===== config.mk =====
export PLATFORM = sky130hd
export DESIGN_NAME = gregorian_julian_day_converter
export DESIGN_NICKNAME = d
export VERILOG_FILES = /design/src/rtl/gjd_pkg.sv /design/src/rtl/gjd_front.sv /design/src/rtl/gjd_back.sv /design/src/rtl/gregorian_julian_day_converter.sv
export SDC_FILE = /design/constraint.sdc
export NUM_CORES = 2
export LEC_CHECK = 0
export BUFFER_PORTS_ARGS = -buffer_cell sky130_fd_sc_hd__buf_2
export CAP_MARGIN = 20
export CELL_PAD_IN_SITES_DETAIL_PLACEMENT = 1
export CELL_PAD_IN_SITES_GLOBAL_PLACEMENT = 1
export CORE_MARGIN = 4
export CORE_UTILIZATION = 58
export DETAILED_ROUTE_END_ITERATION = 8
export GPL_TIMING_DRIVEN = 0
export PLACE_DENSITY_LB_ADDON = 0.1
export SLEW_MARGIN = 10
export SYNTH_ARGS = -nofsm -noshare
export SYNTH_HDL_FRONTEND = slang
export SYNTH_HIERARCHICAL = 1
export SYNTH_SLANG_ARGS = --single-unit

===== constraint.sdc =====
create_clock -name clock -period 17.5 [get_ports clock]
set_clock_uncertainty 0.2 [all_clocks]
set_input_delay 0.875 -clock clock [delete_from_list [all_inputs] [get_ports clock]]
set_output_delay 0.875 -clock clock [all_outputs]
set_load 0.005 [all_outputs]

===== src/rtl/gjd_pkg.sv =====
`timescale 1ns / 1ps
// ----------------------------------------------------------------------------
// gjd_pkg: shared types, constants and tables of the day number converter
// payload structs of both channels, the stage hand-off struct between the
// front and back pipelines, calendar constants and reciprocal multipliers
// ----------------------------------------------------------------------------
package gjd_pkg;

   // field widths
   localparam int DAY_W    = 5;
   localparam int MONTH_W  = 4;
   localparam int YEAR_W   = 14;
   localparam int JDN_W    = 23;
   localparam int WDAY_W   = 3;

   // internal widths
   localparam int T1_W       = 25;  // 1461 * shifted year
   localparam int CUM_W      = 9;   // day offset of the shifted month
   localparam int CENT_Q_W   = 8;
   localparam int CENT_R_W   = 10;
   localparam int SUM_W      = 25;
   localparam int Q7_W       = 21;
   localparam int X_W        = 24;  // 4 * day count - 1
   localparam int ERA_Q_W    = 7;
   localparam int Z_W        = 18;
   localparam int QUAD_Q_W   = 8;
   localparam int QUAD_R_W   = 11;
   localparam int DOY_W      = 10;
   localparam int SPAN_W     = 12;
   localparam int SPAN_Q_W   = 5;
   localparam int SPAN_R_W   = 8;

   localparam int LANES     = 2;
   localparam int LANE_PREV = 0;
   localparam int LANE_NEXT = 1;

   // calendar constants
   localparam int YEAR_MIN        = 1800;
   localparam int YEAR_MAX        = 9999;
   localparam int MONTH_MIN       = 1;
   localparam int MONTH_MAX       = 12;
   localparam int MONTH_JAN       = 1;
   localparam int MONTH_FEB       = 2;
   localparam int MONTHS_PER_YEAR = 12;
   localparam int MONTH_WRAP      = 10;
   localparam int MARCH_SHIFT     = 3;
   localparam int CENTURY         = 100;
   localparam int EPOCH_YEARS     = 4800;
   localparam int CENT_BIAS       = 4900 / CENTURY;
   localparam int JDN_BIAS        = 32075;
   localparam int JDN_BASE        = 1721119;
   localparam int ERA_DAYS        = 146097;
   localparam int QUAD_DAYS       = 1461;
   localparam int SPAN_DAYS       = 153;
   localparam int WEEK_DAYS       = 7;
   localparam int FIFTH           = 5;

   // reciprocal multipliers: exact floor division for any operand of the
   // stated width, shift = operand width + ceil(log2(divisor))
   localparam int CENT_SH  = 21;  // 14-bit operand
   localparam longint unsigned CENT_MUL =
      ((64'd1 << CENT_SH) + CENTURY - 1) / CENTURY;
   localparam int CENT_MW  = 15;

   localparam int WEEK_SH  = 26;  // 23-bit operand
   localparam longint unsigned WEEK_MUL =
      ((64'd1 << WEEK_SH) + WEEK_DAYS - 1) / WEEK_DAYS;
   localparam int WEEK_MW  = 24;

   localparam int ERA_SH   = 42;  // 24-bit operand
   localparam longint unsigned ERA_MUL =
      ((64'd1 << ERA_SH) + ERA_DAYS - 1) / ERA_DAYS;
   localparam int ERA_MW   = 25;

   localparam int QUAD_SH  = 29;  // 18-bit operand
   localparam longint unsigned QUAD_MUL =
      ((64'd1 << QUAD_SH) + QUAD_DAYS - 1) / QUAD_DAYS;
   localparam int QUAD_MW  = 19;

   localparam int SPAN_SH  = 20;  // 12-bit operand
   localparam longint unsigned SPAN_MUL =
      ((64'd1 << SPAN_SH) + SPAN_DAYS - 1) / SPAN_DAYS;
   localparam int SPAN_MW  = 13;

   localparam int FIFTH_SH = 11;  // 8-bit operand
   localparam longint unsigned FIFTH_MUL =
      ((64'd1 << FIFTH_SH) + FIFTH - 1) / FIFTH;
   localparam int FIFTH_MW = 9;

   typedef struct packed {
      logic [DAY_W-1:0]   day;
      logic [MONTH_W-1:0] month;
      logic [YEAR_W-1:0]  year;
   } gjd_req_type;

   typedef struct packed {
      logic               date_ok;
      logic [JDN_W-1:0]   day_number;
      logic [WDAY_W-1:0]  weekday;
      logic [DAY_W-1:0]   prev_day;
      logic [MONTH_W-1:0] prev_month;
      logic [YEAR_W-1:0]  prev_year;
      logic [DAY_W-1:0]   next_day;
      logic [MONTH_W-1:0] next_month;
      logic [YEAR_W-1:0]  next_year;
   } gjd_rsp_type;

   typedef struct packed {
      logic                       ok;
      logic [JDN_W-1:0]           jdn;
      logic [Q7_W-1:0]            q7;
      logic [LANES-1:0][X_W-1:0]  x;
   } gjd_mid_type;

   // length of a month, february by the leap flag
   function automatic logic [DAY_W-1:0] month_days(input logic [MONTH_W-1:0] m,
                                                   input logic leap);
      logic [DAY_W-1:0] n;
      case (m)
         4'd2: begin
            n = leap ? 5'd29 : 5'd28;
         end
         4'd4, 4'd6, 4'd9, 4'd11: begin
            n = 5'd30;
         end
         default: begin
            n = 5'd31;
         end
      endcase
      return n;
   endfunction

   // floor(367 * m / 12) for the march-based month 1..12
   function automatic logic [CUM_W-1:0] month_offset(input logic [MONTH_W-1:0] m);
      logic [CUM_W-1:0] n;
      case (m)
         4'd1:    n = 9'd30;
         4'd2:    n = 9'd61;
         4'd3:    n = 9'd91;
         4'd4:    n = 9'd122;
         4'd5:    n = 9'd152;
         4'd6:    n = 9'd183;
         4'd7:    n = 9'd214;
         4'd8:    n = 9'd244;
         4'd9:    n = 9'd275;
         4'd10:   n = 9'd305;
         4'd11:   n = 9'd336;
         4'd12:   n = 9'd367;
         default: n = 9'd0;
      endcase
      return n;
   endfunction

endpackage


===== src/rtl/gjd_front.sv =====
`timescale 1ns / 1ps
// ----------------------------------------------------------------------------
// gjd_front: date check and forward day number, four stages
// input register, term products, validity and day number sum, then the
// weekday quotient and the scaled day counts of the two neighbor dates
// ----------------------------------------------------------------------------
module gjd_front (
   input  logic                 clock,
   input  logic                 reset,
   input  logic                 req_valid,
   output logic                 req_stall,
   input  gjd_pkg::gjd_req_type req_payload,
   output logic                 mid_valid,
   input  logic                 mid_stall,
   output gjd_pkg::gjd_mid_type mid_payload
);
   import gjd_pkg::*;

   localparam int STAGES = 4;

   typedef struct packed {
      logic [DAY_W-1:0]    day;
      logic [MONTH_W-1:0]  month;
      logic [YEAR_W-1:0]   year;
      logic [JDN_W-1:0]    t1;
      logic [CUM_W-1:0]    t2;
      logic [CENT_Q_W-1:0] cent_y;
      logic [CENT_Q_W-1:0] cent_a;
   } s1_type;

   typedef struct packed {
      logic             ok;
      logic [JDN_W-1:0] jdn;
   } s2_type;

   logic [STAGES-1:0] valid_ff;
   logic [STAGES-1:0] valid_in;
   logic [STAGES-1:0] adv;

   gjd_req_type s0_ff;
   s1_type      s1_ff;
   s1_type      s1_in;
   s2_type      s2_ff;
   s2_type      s2_in;
   gjd_mid_type s3_ff;
   gjd_mid_type s3_in;

   // stage 1 terms
   logic                         jan_feb;
   logic [YEAR_W-1:0]            year_adj;
   logic [YEAR_W:0]              year_ext;
   logic [T1_W-1:0]              t1_prod;
   logic [MONTH_W-1:0]           month_adj;
   logic [YEAR_W+CENT_MW-1:0]    cent_y_prod;
   logic [YEAR_W+CENT_MW-1:0]    cent_a_prod;

   // stage 2 terms
   logic [YEAR_W-1:0]   year_rem;
   logic                leap;
   logic [CENT_R_W-1:0] cent_sum;
   logic [CENT_R_W-1:0] t3_prod;
   logic [SUM_W-1:0]    jdn_sum;

   // stage 3 terms
   logic [JDN_W+WEEK_MW-1:0] week_prod;
   logic [JDN_W-1:0]         j0;
   logic [JDN_W-1:0]         j_prev;
   logic [JDN_W-1:0]         j_next;

   // a stage moves when it is empty or the one after it moves
   always_comb begin
      adv[STAGES-1] = !valid_ff[STAGES-1] || !mid_stall;
      for (int k = STAGES - 2; k >= 0; k--) begin
         adv[k] = !valid_ff[k] || adv[k+1];
      end
   end

   assign valid_in  = {valid_ff[STAGES-2:0], req_valid};
   assign req_stall = !adv[0];

   always_ff @(posedge clock) begin
      if (reset) begin
         valid_ff <= '0;
      end else begin
         for (int k = 0; k < STAGES; k++) begin
            if (adv[k]) begin
               valid_ff[k] <= valid_in[k];
            end
         end
      end
   end

   always_comb begin
      jan_feb   = (s0_ff.month == MONTH_W'(MONTH_JAN)) || (s0_ff.month == MONTH_W'(MONTH_FEB));
      year_adj  = s0_ff.year - YEAR_W'(jan_feb);
      year_ext  = (YEAR_W+1)'(year_adj) + (YEAR_W+1)'(EPOCH_YEARS);
      t1_prod   = T1_W'(year_ext) * T1_W'(QUAD_DAYS);
      // march-based month: jan and feb count as months 11 and 12
      month_adj = jan_feb ? MONTH_W'(s0_ff.month + MONTH_W'(MONTHS_PER_YEAR - 2))
                          : MONTH_W'(s0_ff.month - MONTH_W'(2));
      cent_y_prod = (YEAR_W+CENT_MW)'(s0_ff.year) * (YEAR_W+CENT_MW)'(CENT_MUL);
      cent_a_prod = (YEAR_W+CENT_MW)'(year_adj) * (YEAR_W+CENT_MW)'(CENT_MUL);

      s1_in.day    = s0_ff.day;
      s1_in.month  = s0_ff.month;
      s1_in.year   = s0_ff.year;
      s1_in.t1     = t1_prod[T1_W-1:2];
      s1_in.t2     = month_offset(month_adj);
      s1_in.cent_y = CENT_Q_W'(cent_y_prod >> CENT_SH);
      s1_in.cent_a = CENT_Q_W'(cent_a_prod >> CENT_SH);
   end

   always_comb begin
      year_rem = s1_ff.year - YEAR_W'(s1_ff.cent_y) * YEAR_W'(CENTURY);
      leap     = ((s1_ff.year[1:0] == 2'd0) && (year_rem != '0))
              || ((year_rem == '0) && (s1_ff.cent_y[1:0] == 2'd0));
      cent_sum = CENT_R_W'(s1_ff.cent_a) + CENT_R_W'(CENT_BIAS);
      t3_prod  = CENT_R_W'(cent_sum * CENT_R_W'(3));
      jdn_sum  = SUM_W'(s1_ff.t1) + SUM_W'(s1_ff.t2) - SUM_W'(t3_prod[CENT_R_W-1:2])
               + SUM_W'(s1_ff.day) - SUM_W'(JDN_BIAS);

      s2_in.ok  = (s1_ff.year inside {[YEAR_MIN:YEAR_MAX]})
               && (s1_ff.month inside {[MONTH_MIN:MONTH_MAX]})
               && (s1_ff.day != '0)
               && (s1_ff.day <= month_days(s1_ff.month, leap));
      s2_in.jdn = jdn_sum[JDN_W-1:0];
   end

   always_comb begin
      week_prod = (JDN_W+WEEK_MW)'(s2_ff.jdn) * (JDN_W+WEEK_MW)'(WEEK_MUL);
      j0        = s2_ff.jdn - JDN_W'(JDN_BASE);
      j_prev    = j0 - JDN_W'(1);
      j_next    = j0 + JDN_W'(1);

      s3_in.ok  = s2_ff.ok;
      s3_in.jdn = s2_ff.jdn;
      s3_in.q7  = Q7_W'(week_prod >> WEEK_SH);
      s3_in.x[LANE_PREV] = X_W'({j_prev, 2'b00} - (JDN_W+2)'(1));
      s3_in.x[LANE_NEXT] = X_W'({j_next, 2'b00} - (JDN_W+2)'(1));
   end

   always_ff @(posedge clock) begin
      if (adv[0]) begin
         s0_ff <= req_payload;
      end
      if (adv[1]) begin
         s1_ff <= s1_in;
      end
      if (adv[2]) begin
         s2_ff <= s2_in;
      end
      if (adv[3]) begin
         s3_ff <= s3_in;
      end
   end

   assign mid_valid   = valid_ff[STAGES-1];
   assign mid_payload = s3_ff;

endmodule


===== src/rtl/gjd_back.sv =====
`timescale 1ns / 1ps
// ----------------------------------------------------------------------------
// gjd_back: inverse conversion of both neighbor dates, seven stages
// two lanes (previous and next day) run side by side through the era,
// four-year and month divisions; the last stage zeroes invalid dates
// ----------------------------------------------------------------------------
module gjd_back (
   input  logic                 clock,
   input  logic                 reset,
   input  logic                 mid_valid,
   output logic                 mid_stall,
   input  gjd_pkg::gjd_mid_type mid_payload,
   output logic                 rsp_valid,
   input  logic                 rsp_stall,
   output gjd_pkg::gjd_rsp_type rsp_payload
);
   import gjd_pkg::*;

   localparam int STAGES = 7;
   localparam int SIDE_N = STAGES - 1;

   typedef struct packed {
      logic              ok;
      logic [JDN_W-1:0]  jdn;
      logic [WDAY_W-1:0] wd;
   } side_type;

   logic [STAGES-1:0] valid_ff;
   logic [STAGES-1:0] valid_in;
   logic [STAGES-1:0] adv;

   side_type side_ff [SIDE_N];
   side_type side_in;

   logic [LANES-1:0][X_W-1:0]      a_x_ff;
   logic [LANES-1:0][ERA_Q_W-1:0]  a_yc_ff;
   logic [LANES-1:0][ERA_Q_W-1:0]  a_yc_in;
   logic [LANES-1:0][Z_W-1:0]      b_z_ff;
   logic [LANES-1:0][Z_W-1:0]      b_z_in;
   logic [LANES-1:0][ERA_Q_W-1:0]  b_yc_ff;
   logic [LANES-1:0][Z_W-1:0]      c_z_ff;
   logic [LANES-1:0][ERA_Q_W-1:0]  c_yc_ff;
   logic [LANES-1:0][QUAD_Q_W-1:0] c_jj_ff;
   logic [LANES-1:0][QUAD_Q_W-1:0] c_jj_in;
   logic [LANES-1:0][SPAN_W-1:0]   d_w_ff;
   logic [LANES-1:0][SPAN_W-1:0]   d_w_in;
   logic [LANES-1:0][YEAR_W-1:0]   d_yb_ff;
   logic [LANES-1:0][YEAR_W-1:0]   d_yb_in;
   logic [LANES-1:0][SPAN_W-1:0]   e_w_ff;
   logic [LANES-1:0][SPAN_Q_W-1:0] e_mm_ff;
   logic [LANES-1:0][SPAN_Q_W-1:0] e_mm_in;
   logic [LANES-1:0][YEAR_W-1:0]   e_yb_ff;
   logic [LANES-1:0][SPAN_R_W-1:0] f_dr_ff;
   logic [LANES-1:0][SPAN_R_W-1:0] f_dr_in;
   logic [LANES-1:0][MONTH_W-1:0]  f_mo_ff;
   logic [LANES-1:0][MONTH_W-1:0]  f_mo_in;
   logic [LANES-1:0][YEAR_W-1:0]   f_yr_ff;
   logic [LANES-1:0][YEAR_W-1:0]   f_yr_in;
   logic [LANES-1:0][DAY_W-1:0]    g_dd;

   logic [LANES-1:0][X_W+ERA_MW-1:0]        era_prod;
   logic [LANES-1:0][X_W-1:0]               era_rem;
   logic [LANES-1:0][Z_W+QUAD_MW-1:0]       quad_prod;
   logic [LANES-1:0][QUAD_R_W-1:0]          quad_rem;
   logic [LANES-1:0][DOY_W-1:0]             doy;
   logic [LANES-1:0][SPAN_W+SPAN_MW-1:0]    span_prod;
   logic [LANES-1:0][SPAN_Q_W-1:0]          month_raw;
   logic [LANES-1:0][SPAN_R_W+FIFTH_MW-1:0] fifth_prod;

   gjd_rsp_type out_ff;
   gjd_rsp_type out_in;

   always_comb begin
      adv[STAGES-1] = !valid_ff[STAGES-1] || !rsp_stall;
      for (int k = STAGES - 2; k >= 0; k--) begin
         adv[k] = !valid_ff[k] || adv[k+1];
      end
   end

   assign valid_in  = {valid_ff[STAGES-2:0], mid_valid};
   assign mid_stall = !adv[0];

   always_ff @(posedge clock) begin
      if (reset) begin
         valid_ff <= '0;
      end else begin
         for (int k = 0; k < STAGES; k++) begin
            if (adv[k]) begin
               valid_ff[k] <= valid_in[k];
            end
         end
      end
   end

   // stage a: weekday remainder, era quotient
   always_comb begin
      side_in.ok  = mid_payload.ok;
      side_in.jdn = mid_payload.jdn;
      side_in.wd  = WDAY_W'(mid_payload.jdn - JDN_W'(mid_payload.q7) * JDN_W'(WEEK_DAYS));
      for (int l = 0; l < LANES; l++) begin
         era_prod[l] = (X_W+ERA_MW)'(mid_payload.x[l]) * (X_W+ERA_MW)'(ERA_MUL);
         a_yc_in[l]  = ERA_Q_W'(era_prod[l] >> ERA_SH);
      end
   end

   // stage b: day within era, rounded to 4 * n + 3
   // stage c: four-year quotient
   // stage d: day of year, scaled month count, year base
   always_comb begin
      for (int l = 0; l < LANES; l++) begin
         era_rem[l]   = a_x_ff[l] - X_W'(a_yc_ff[l]) * X_W'(ERA_DAYS);
         b_z_in[l]    = {era_rem[l][Z_W-1:2], 2'b11};
         quad_prod[l] = (Z_W+QUAD_MW)'(b_z_ff[l]) * (Z_W+QUAD_MW)'(QUAD_MUL);
         c_jj_in[l]   = QUAD_Q_W'(quad_prod[l] >> QUAD_SH);
         quad_rem[l]  = QUAD_R_W'(c_z_ff[l] - Z_W'(c_jj_ff[l]) * Z_W'(QUAD_DAYS));
         doy[l]       = DOY_W'((SPAN_W'(quad_rem[l]) + SPAN_W'(4)) >> 2);
         d_w_in[l]    = SPAN_W'(SPAN_W'(doy[l]) * SPAN_W'(FIFTH) - SPAN_W'(3));
         d_yb_in[l]   = YEAR_W'(YEAR_W'(c_yc_ff[l]) * YEAR_W'(CENTURY) + YEAR_W'(c_jj_ff[l]));
      end
   end

   // stage e: month quotient
   // stage f: day remainder, month back to january-based with year carry
   always_comb begin
      for (int l = 0; l < LANES; l++) begin
         span_prod[l] = (SPAN_W+SPAN_MW)'(d_w_ff[l]) * (SPAN_W+SPAN_MW)'(SPAN_MUL);
         e_mm_in[l]   = SPAN_Q_W'(span_prod[l] >> SPAN_SH);
         f_dr_in[l]   = SPAN_R_W'(e_w_ff[l] - SPAN_W'(e_mm_ff[l]) * SPAN_W'(SPAN_DAYS));
         month_raw[l] = e_mm_ff[l] + SPAN_Q_W'(MARCH_SHIFT);
         if (e_mm_ff[l] < SPAN_Q_W'(MONTH_WRAP)) begin
            f_mo_in[l] = MONTH_W'(month_raw[l]);
            f_yr_in[l] = e_yb_ff[l];
         end else begin
            f_mo_in[l] = MONTH_W'(month_raw[l] - SPAN_Q_W'(MONTHS_PER_YEAR));
            f_yr_in[l] = e_yb_ff[l] + YEAR_W'(1);
         end
      end
   end

   // stage g: day of month, output with invalid dates zeroed
   always_comb begin
      for (int l = 0; l < LANES; l++) begin
         fifth_prod[l] = (SPAN_R_W+FIFTH_MW)'(f_dr_ff[l]) * (SPAN_R_W+FIFTH_MW)'(FIFTH_MUL);
         g_dd[l]       = DAY_W'((fifth_prod[l] >> FIFTH_SH) + 1);
      end
      out_in = '0;
      if (side_ff[SIDE_N-1].ok) begin
         out_in.date_ok    = 1'b1;
         out_in.day_number = side_ff[SIDE_N-1].jdn;
         out_in.weekday    = side_ff[SIDE_N-1].wd;
         out_in.prev_day   = g_dd[LANE_PREV];
         out_in.prev_month = f_mo_ff[LANE_PREV];
         out_in.prev_year  = f_yr_ff[LANE_PREV];
         out_in.next_day   = g_dd[LANE_NEXT];
         out_in.next_month = f_mo_ff[LANE_NEXT];
         out_in.next_year  = f_yr_ff[LANE_NEXT];
      end
   end

   always_ff @(posedge clock) begin
      if (adv[0]) begin
         side_ff[0] <= side_in;
         a_x_ff     <= mid_payload.x;
         a_yc_ff    <= a_yc_in;
      end
      for (int k = 1; k < SIDE_N; k++) begin
         if (adv[k]) begin
            side_ff[k] <= side_ff[k-1];
         end
      end
      if (adv[1]) begin
         b_z_ff  <= b_z_in;
         b_yc_ff <= a_yc_ff;
      end
      if (adv[2]) begin
         c_z_ff  <= b_z_ff;
         c_yc_ff <= b_yc_ff;
         c_jj_ff <= c_jj_in;
      end
      if (adv[3]) begin
         d_w_ff  <= d_w_in;
         d_yb_ff <= d_yb_in;
      end
      if (adv[4]) begin
         e_w_ff  <= d_w_ff;
         e_mm_ff <= e_mm_in;
         e_yb_ff <= d_yb_ff;
      end
      if (adv[5]) begin
         f_dr_ff <= f_dr_in;
         f_mo_ff <= f_mo_in;
         f_yr_ff <= f_yr_in;
      end
      if (adv[6]) begin
         out_ff <= out_in;
      end
   end

   assign rsp_valid   = valid_ff[STAGES-1];
   assign rsp_payload = out_ff;

endmodule


===== src/rtl/gregorian_julian_day_converter.sv =====
`timescale 1ns / 1ps
// ----------------------------------------------------------------------------
// gregorian_julian_day_converter: gregorian date to julian day number
// checks the date, gives its day number and weekday and the dates of the
// day before and the day after
//
//   channel  dir  payload        handshake
//   req_     in   gjd_req_type   req_valid / req_stall
//   rsp_     out  gjd_rsp_type   rsp_valid / rsp_stall
//
// one transaction per cycle sustained while the output is not stalled;
// 4 stages in the front (check and day number), 7 in the back (inverse
// conversion, one stage per reciprocal multiply or remainder)
// reset clears the valid bit of every stage, payload registers hold garbage
// a stall holds only the stages that are full, so bubbles close up and the
// input keeps accepting while a result waits in the output register
// ----------------------------------------------------------------------------
module gregorian_julian_day_converter (
   input  logic                 clock,
   input  logic                 reset,
   input  logic                 req_valid,
   output logic                 req_stall,
   input  gjd_pkg::gjd_req_type req_payload,
   output logic                 rsp_valid,
   input  logic                 rsp_stall,
   output gjd_pkg::gjd_rsp_type rsp_payload
);
   import gjd_pkg::*;

   logic        mid_valid;
   logic        mid_stall;
   gjd_mid_type mid_payload;

   gjd_front u_front (
      .clock       (clock),
      .reset       (reset),
      .req_valid   (req_valid),
      .req_stall   (req_stall),
      .req_payload (req_payload),
      .mid_valid   (mid_valid),
      .mid_stall   (mid_stall),
      .mid_payload (mid_payload)
   );

   gjd_back u_back (
      .clock       (clock),
      .reset       (reset),
      .mid_valid   (mid_valid),
      .mid_stall   (mid_stall),
      .mid_payload (mid_payload),
      .rsp_valid   (rsp_valid),
      .rsp_stall   (rsp_stall),
      .rsp_payload (rsp_payload)
   );

endmodule


### Word level (Yosys, flattened, before mapping)

Memories as Yosys holds them, arrays and structs flattened. A register that Yosys moved wholly into a read port is not among the register bits.
Index checks and enable logic that the tools add are counted.

* flip-flop bits (word level): 588
* memory bits (writable): 162
* ROM bits: 144
* input bits: 27
* output and inout bits: 75
* word-level logic and storage cells: 202
* memories: 2

Memory list
* u_back.side_ff: depth 6, bits a word 27, rd ports 6, clocked after memory_dff 0, write ports 6, RTL line gjd_back.sv:32 `side_type side_ff [SIDE_N];`
* (no name shown): depth 16, bits a word 9, rd ports 1, clocked after memory_dff 1, write ports 0, RTL line gjd_pkg.sv:136 `case (m)`

* $add $sub $neg: 36
* multiply operators: 25
* $lt $le $gt $ge: 7
* equality and inequality tests: 7
* muxes and demuxes: 20
* reduce and logical (&&, ||, !) cells: 39

Operators by type and width (count)
* multiplier 24 x 24 -> 48 bit, second input constant: 2
* multiplier 18 x 19 -> 37 bit, second input constant: 2
* two-way mux 73 bit: 1
* multiplier 14 x 13 -> 27 bit, second input constant: 2
* multiplier 12 x 12 -> 24 bit, second input constant: 2
* subtractor 24 x 1 -> 24 bit, second input constant: 2
* multiplier 23 x 24 -> 47 bit, second input constant: 1
* multiplier 7 x 18 -> 18 bit, second input constant: 2
* subtractor 18 bit: 2
* multiplier 8 x 8 -> 15 bit, second input constant: 2
* adder 14 x 1 -> 14 bit, second input constant: 2
* adder 14 x 8 -> 14 bit: 2
* two-way mux 14 bit: 2
* multiplier 15 x 11 -> 25 bit, second input constant: 1
* adder 11 x 3 -> 12 bit, second input constant: 2
* multiplier 10 x 3 -> 12 bit, second input constant: 2
* multiplier 7 x 5 -> 12 bit, second input constant: 2
* subtractor 12 x 2 -> 12 bit, second input constant: 2
* adder 23 x 5 -> 23 bit: 1
* adder 23 x 9 -> 23 bit: 1
* subtractor 23 x 15 -> 23 bit, second input constant: 1
* subtractor 23 x 8 -> 23 bit: 1
* adder 22 x 1 -> 22 bit, second input constant: 1
* multiplier 8 x 11 -> 11 bit, second input constant: 2
* 39 further kinds: 94

### Longest topological paths before layout

* word-level depth: 13
* gate-level depth with buffers: 34
* depth with buffers taken out: 34

### Hierarchy

The synthesis kept the hierarchy.

By module, submodules not included
* gjd_back: instances 1, cells an instance 5397, area an instance 63249.4 µm²
* gjd_front: instances 1, cells an instance 2701, area an instance 28259.6 µm²

### Worst setup path after synthesis

Ideal clock, no wire load.

* path kind: register -> register
* start point: register u_front/s0_ff[15] in the netlist's numbering
* end point: register u_front/s1_ff[47] in the netlist's numbering (data pin)
* arrival: 7.506 ns
* required time: 17.040 ns
* setup slack: 9.535 ns
* cell stages (with the launch flop): 30
* path buffers: 0
* period minus slack after synthesis: 7.965 ns
* cell sequence: edfxtp_1 inv_1 ha_1 o21ai_0 inv_1 ha_1 ha_1 nand2b_1 and3_1 xnor2_1 inv_1 ha_1 o21ai_0 nand2_1 xnor2_1 ha_1 inv_1 fa_1 fa_1 fa_1 fa_1 inv_1 ha_1 or2_2 a21oi_1 a211oi_1 or3_1 a41o_1 a21oi_1 xnor2_1

RTL lines
* from (decl): RTL line gjd_front.sv:40 `gjd_req_type s0_ff;`
* from (signal assigned): RTL line gjd_front.sv:144 `s0_ff <= req_payload;`
* to (signal assigned): RTL line gjd_front.sv:147 `s1_ff <= s1_in;`
* to (decl): RTL line gjd_front.sv:41 `s1_type s1_ff;`

==> flow_summary.yaml <==
grt:
  remaining_global_route_overflow: 0
  first_global_vias: 65580
  pin_count_of_the_biggest_net_entering_global_routing: 66
  grt_util_all_layers: 0.2778
  grt_antenna_before_repair: 5
  grt_first_pass_wirelength_mm: 349.4
critical_path:
  ff2ff_path_depth: 29
  start_kind: "register"
  crit_type: "register to register"
  worst-endpoint-required_ns: 17.72
  cell_type_with_the_highest_occurrence_count_on_the_critical_path: "sky130_fd_sc_hd__ha_1"
  crit_path_end: "u_front/s1_ff[47]"
  regToRegSetupSlack_ns: 7.71
  critical_path.max_stage_delay_ns: 0.62
  arrival_ns: 10.01
  worst_setup_path_end_kind: "register"
  worstReg2RegEnd: "u_front/s1_ff[47]"
  path_max_fanout: 7
  critical-path-slowest-cell: "sky130_fd_sc_hd__xnor2_1"
  rr_startpoint: "u_front/s0_ff[15]"
  cp-startpoint: "u_front/s0_ff[15]"
synth:
  synthesis.instances: 7855
  synth-warning-count: 6
  syn-cell-area_um2: 89000
  mean_area_per_synthesized_cell_um2: 11.33
clocking:
  clkLatencyLatePin_ns: 0.70
  cts.reportedPaths.clkPinSlew_ns: 0.06
  tritoncts.num_buffers: 87
  htreeDepth: 3
  cts_tree: "done"
  clock-sinks: 736
  ctsHoldBuffers: 0
  clockRootBuffer: "sky130_fd_sc_hd__clkbuf_16"
  cts_post_setup_buffers_inserted: 0
  cts_buffer_depth: 3
  post_cts_resized: 0
place:
  postPlaceCellArea_um2: 92400
  globalplace.congestion: 0.9123
  io_buffers: 101
  place_hpwl_mm: 181.4
layout:
  filler_cell_count: 15930
  final_design_area_no_fill_um2: 95370
  syn_to_final_growth_pct: 7.156
  drive_above_1_share: 0.04145
  final_net_count: 11030
floorplan:
  floorplan.initialDensity: 0.5845
  die_area_um2: 159800
  floorplan.die.height_um: 399.7
  die_extent_in_x_um: 399.7
  floorplan.io_pins: 102
  placementRows: 143
  core_area_um2: 152300
flow_run:
  timing.max_cap.violations: 0
drt:
  drt_iter0_markers: 2404
  antenna_violating_nets_post_route: 0
  vias_per_cell: 5.519
  drt_pass1_iterations: 7
  route.detailed.wl_per_inst_um: 21.01
  drcViolationCount: 0
  drt_wl_total_mm: 213.5
  detailroute.via_count: 56080
sta:
  timing.final.setup_violations: 0
  tightestPinTransition_ns: 1.084
  fin_crit_sh: 0.5592
  maxSlewHeadroom: 0.2718
  fin_setup_tns_ns: 0
  report.final.slew_viol_count: 0
  layout_min_cycle_time_ns: 9.786
  fmax_ghz: 0.1022
  rsz0062_at_grt: "no"
  hold_violations: 0
hold_path:
  min_path_type: "primary input to register"
outcome:
  status: "completed"
## cells in the final DEF, fill, tap and decap left out, types with 14 or more instances in the layout
master	count
sky130_fd_sc_hd__a211o_1	14
sky130_fd_sc_hd__a211oi_1	26
sky130_fd_sc_hd__a21o_1	66
sky130_fd_sc_hd__a21oi_1	199
sky130_fd_sc_hd__a31oi_1	23
sky130_fd_sc_hd__and2_1	92
sky130_fd_sc_hd__and3_1	35
sky130_fd_sc_hd__and4_1	16
sky130_fd_sc_hd__buf_2	111
sky130_fd_sc_hd__clkbuf_1	34
sky130_fd_sc_hd__clkbuf_16	87
sky130_fd_sc_hd__clkinv_2	19
sky130_fd_sc_hd__edfxtp_1	725
sky130_fd_sc_hd__fa_1	1162
sky130_fd_sc_hd__ha_1	1775
sky130_fd_sc_hd__inv_1	2104
sky130_fd_sc_hd__nand2_1	147
sky130_fd_sc_hd__nand2b_1	31
sky130_fd_sc_hd__nand3_1	88
sky130_fd_sc_hd__nand4_1	38
sky130_fd_sc_hd__nor2_1	186
sky130_fd_sc_hd__nor2b_1	34
sky130_fd_sc_hd__nor3_1	87
sky130_fd_sc_hd__nor4_1	14
sky130_fd_sc_hd__o211ai_1	19
sky130_fd_sc_hd__o21a_1	39
sky130_fd_sc_hd__o21ai_0	123
sky130_fd_sc_hd__o21bai_1	28
sky130_fd_sc_hd__o31ai_1	16
sky130_fd_sc_hd__or2_2	21
sky130_fd_sc_hd__or3_1	16
sky130_fd_sc_hd__xnor2_1	340
sky130_fd_sc_hd__xor2_1	134
## stage by stage
| stage | cells | hold slack, ns | utilization | setup slack [ns] |
|---|---|---|---|---|
| finish | 10160 | 0.1448 | 0.6263 | 7.714 |
| global route | 10160 | 0.1088 | 0.6263 | 7.076 |
| CTS | 10160 | 0.08939 | 0.6263 | 7.608 |
| detailed placement | 10000 | 0.2062 | 0.6068 | 7.690 |
| global placement | 9989 | 0.2007 | 0.6046 | 7.911 |
| floorplan | 7858 | 0.2003 | - | 9.535 |
## metal layers
metal  share of wire  routed length (um)  track usage  vias up
li1                -                   -            -    25880
met3           0.035                7460      0.03078      389
met2            0.53              112800       0.5152     1020
met1            0.41               87070       0.3419    28790
met4           0.029                6199      0.07757        0
met5               0                   0            0        -
## flip-flops by register name (all words and copies together), names as in the netlist
| register | count |
|---|---|
| u_back/side_ff | 162 |
| u_back/rsp_payload | 73 |
| u_front/s1_ff | 71 |
| u_front/mid_payload | 70 |
| u_back/a_x_ff | 36 |
| u_back/b_z_ff | 32 |
| u_back/d_yb_ff | 28 |
| u_back/e_yb_ff | 28 |
| u_back/f_yr_ff | 28 |
| u_back/d_w_ff | 24 |
| u_front/s2_ff | 24 |
| u_front/s0_ff | 23 |
| u_back/c_z_ff | 18 |
| u_back/c_jj_ff | 16 |
| u_back/e_w_ff | 16 |
| u_back/f_dr_ff | 16 |
| u_back/a_yc_ff | 14 |
| u_back/b_yc_ff | 14 |
| u_back/c_yc_ff | 14 |
| u_back/e_mm_ff | 10 |
| u_back/f_mo_ff | 8 |
| u_back/valid_ff | 7 |
| u_front/valid_ff | 4 |
## worst min-delay path by stage
stage | from | end | slack [ns] | cells after the start
5_1_grt | req_payload[16] | u_front/s0_ff[16] | 0.11 | 1
6_report | req_payload[21] | u_front/s0_ff[21] | 0.14 | 1
4_1_cts | req_payload[21] | u_front/s0_ff[21] | 0.09 | 1
3_5_place_dp | u_back/d_yb_ff[18] | u_back/e_yb_ff[18] | 0.21 | 0
2_1_floorplan | u_back/b_yc_ff[0] | u_back/c_yc_ff[0] | 0.20 | 0
3_3_place_gp | u_back/d_yb_ff[15] | u_back/e_yb_ff[15] | 0.20 | 0
## layout make-up
type                    count  area [um2]  share of cell area
diodes                      1       2.502          0.00002624
plain buffers              37       173.9            0.001824
clock buffers             102        2243             0.02352
clock inverters            55       718.2            0.007531
inverters                2106        7910             0.08294
multi-input cells        4979       59000              0.6186
flip-flops and latches    736       21990              0.2306
well taps                2030        2540             0.02663
repair buffers            115       793.3            0.008318
## worst max-delay path: cells and delay by family (launching register included)
kind | cells | cell delay, ns
AND/OR/NAND/NOR | 5 | 1.26
flip-flops | 1 | 0.51
XOR/XNOR | 3 | 1.24
buffers and inverters | 5 | 0.89
adder cells (fa/ha/maj) | 10 | 3.83
AO/OA/AOI/OAI | 6 | 1.58
Power is left out: the tool's default activity adds up to more than one toggle a clock period on the data nets, which glitch-free logic cannot reach.
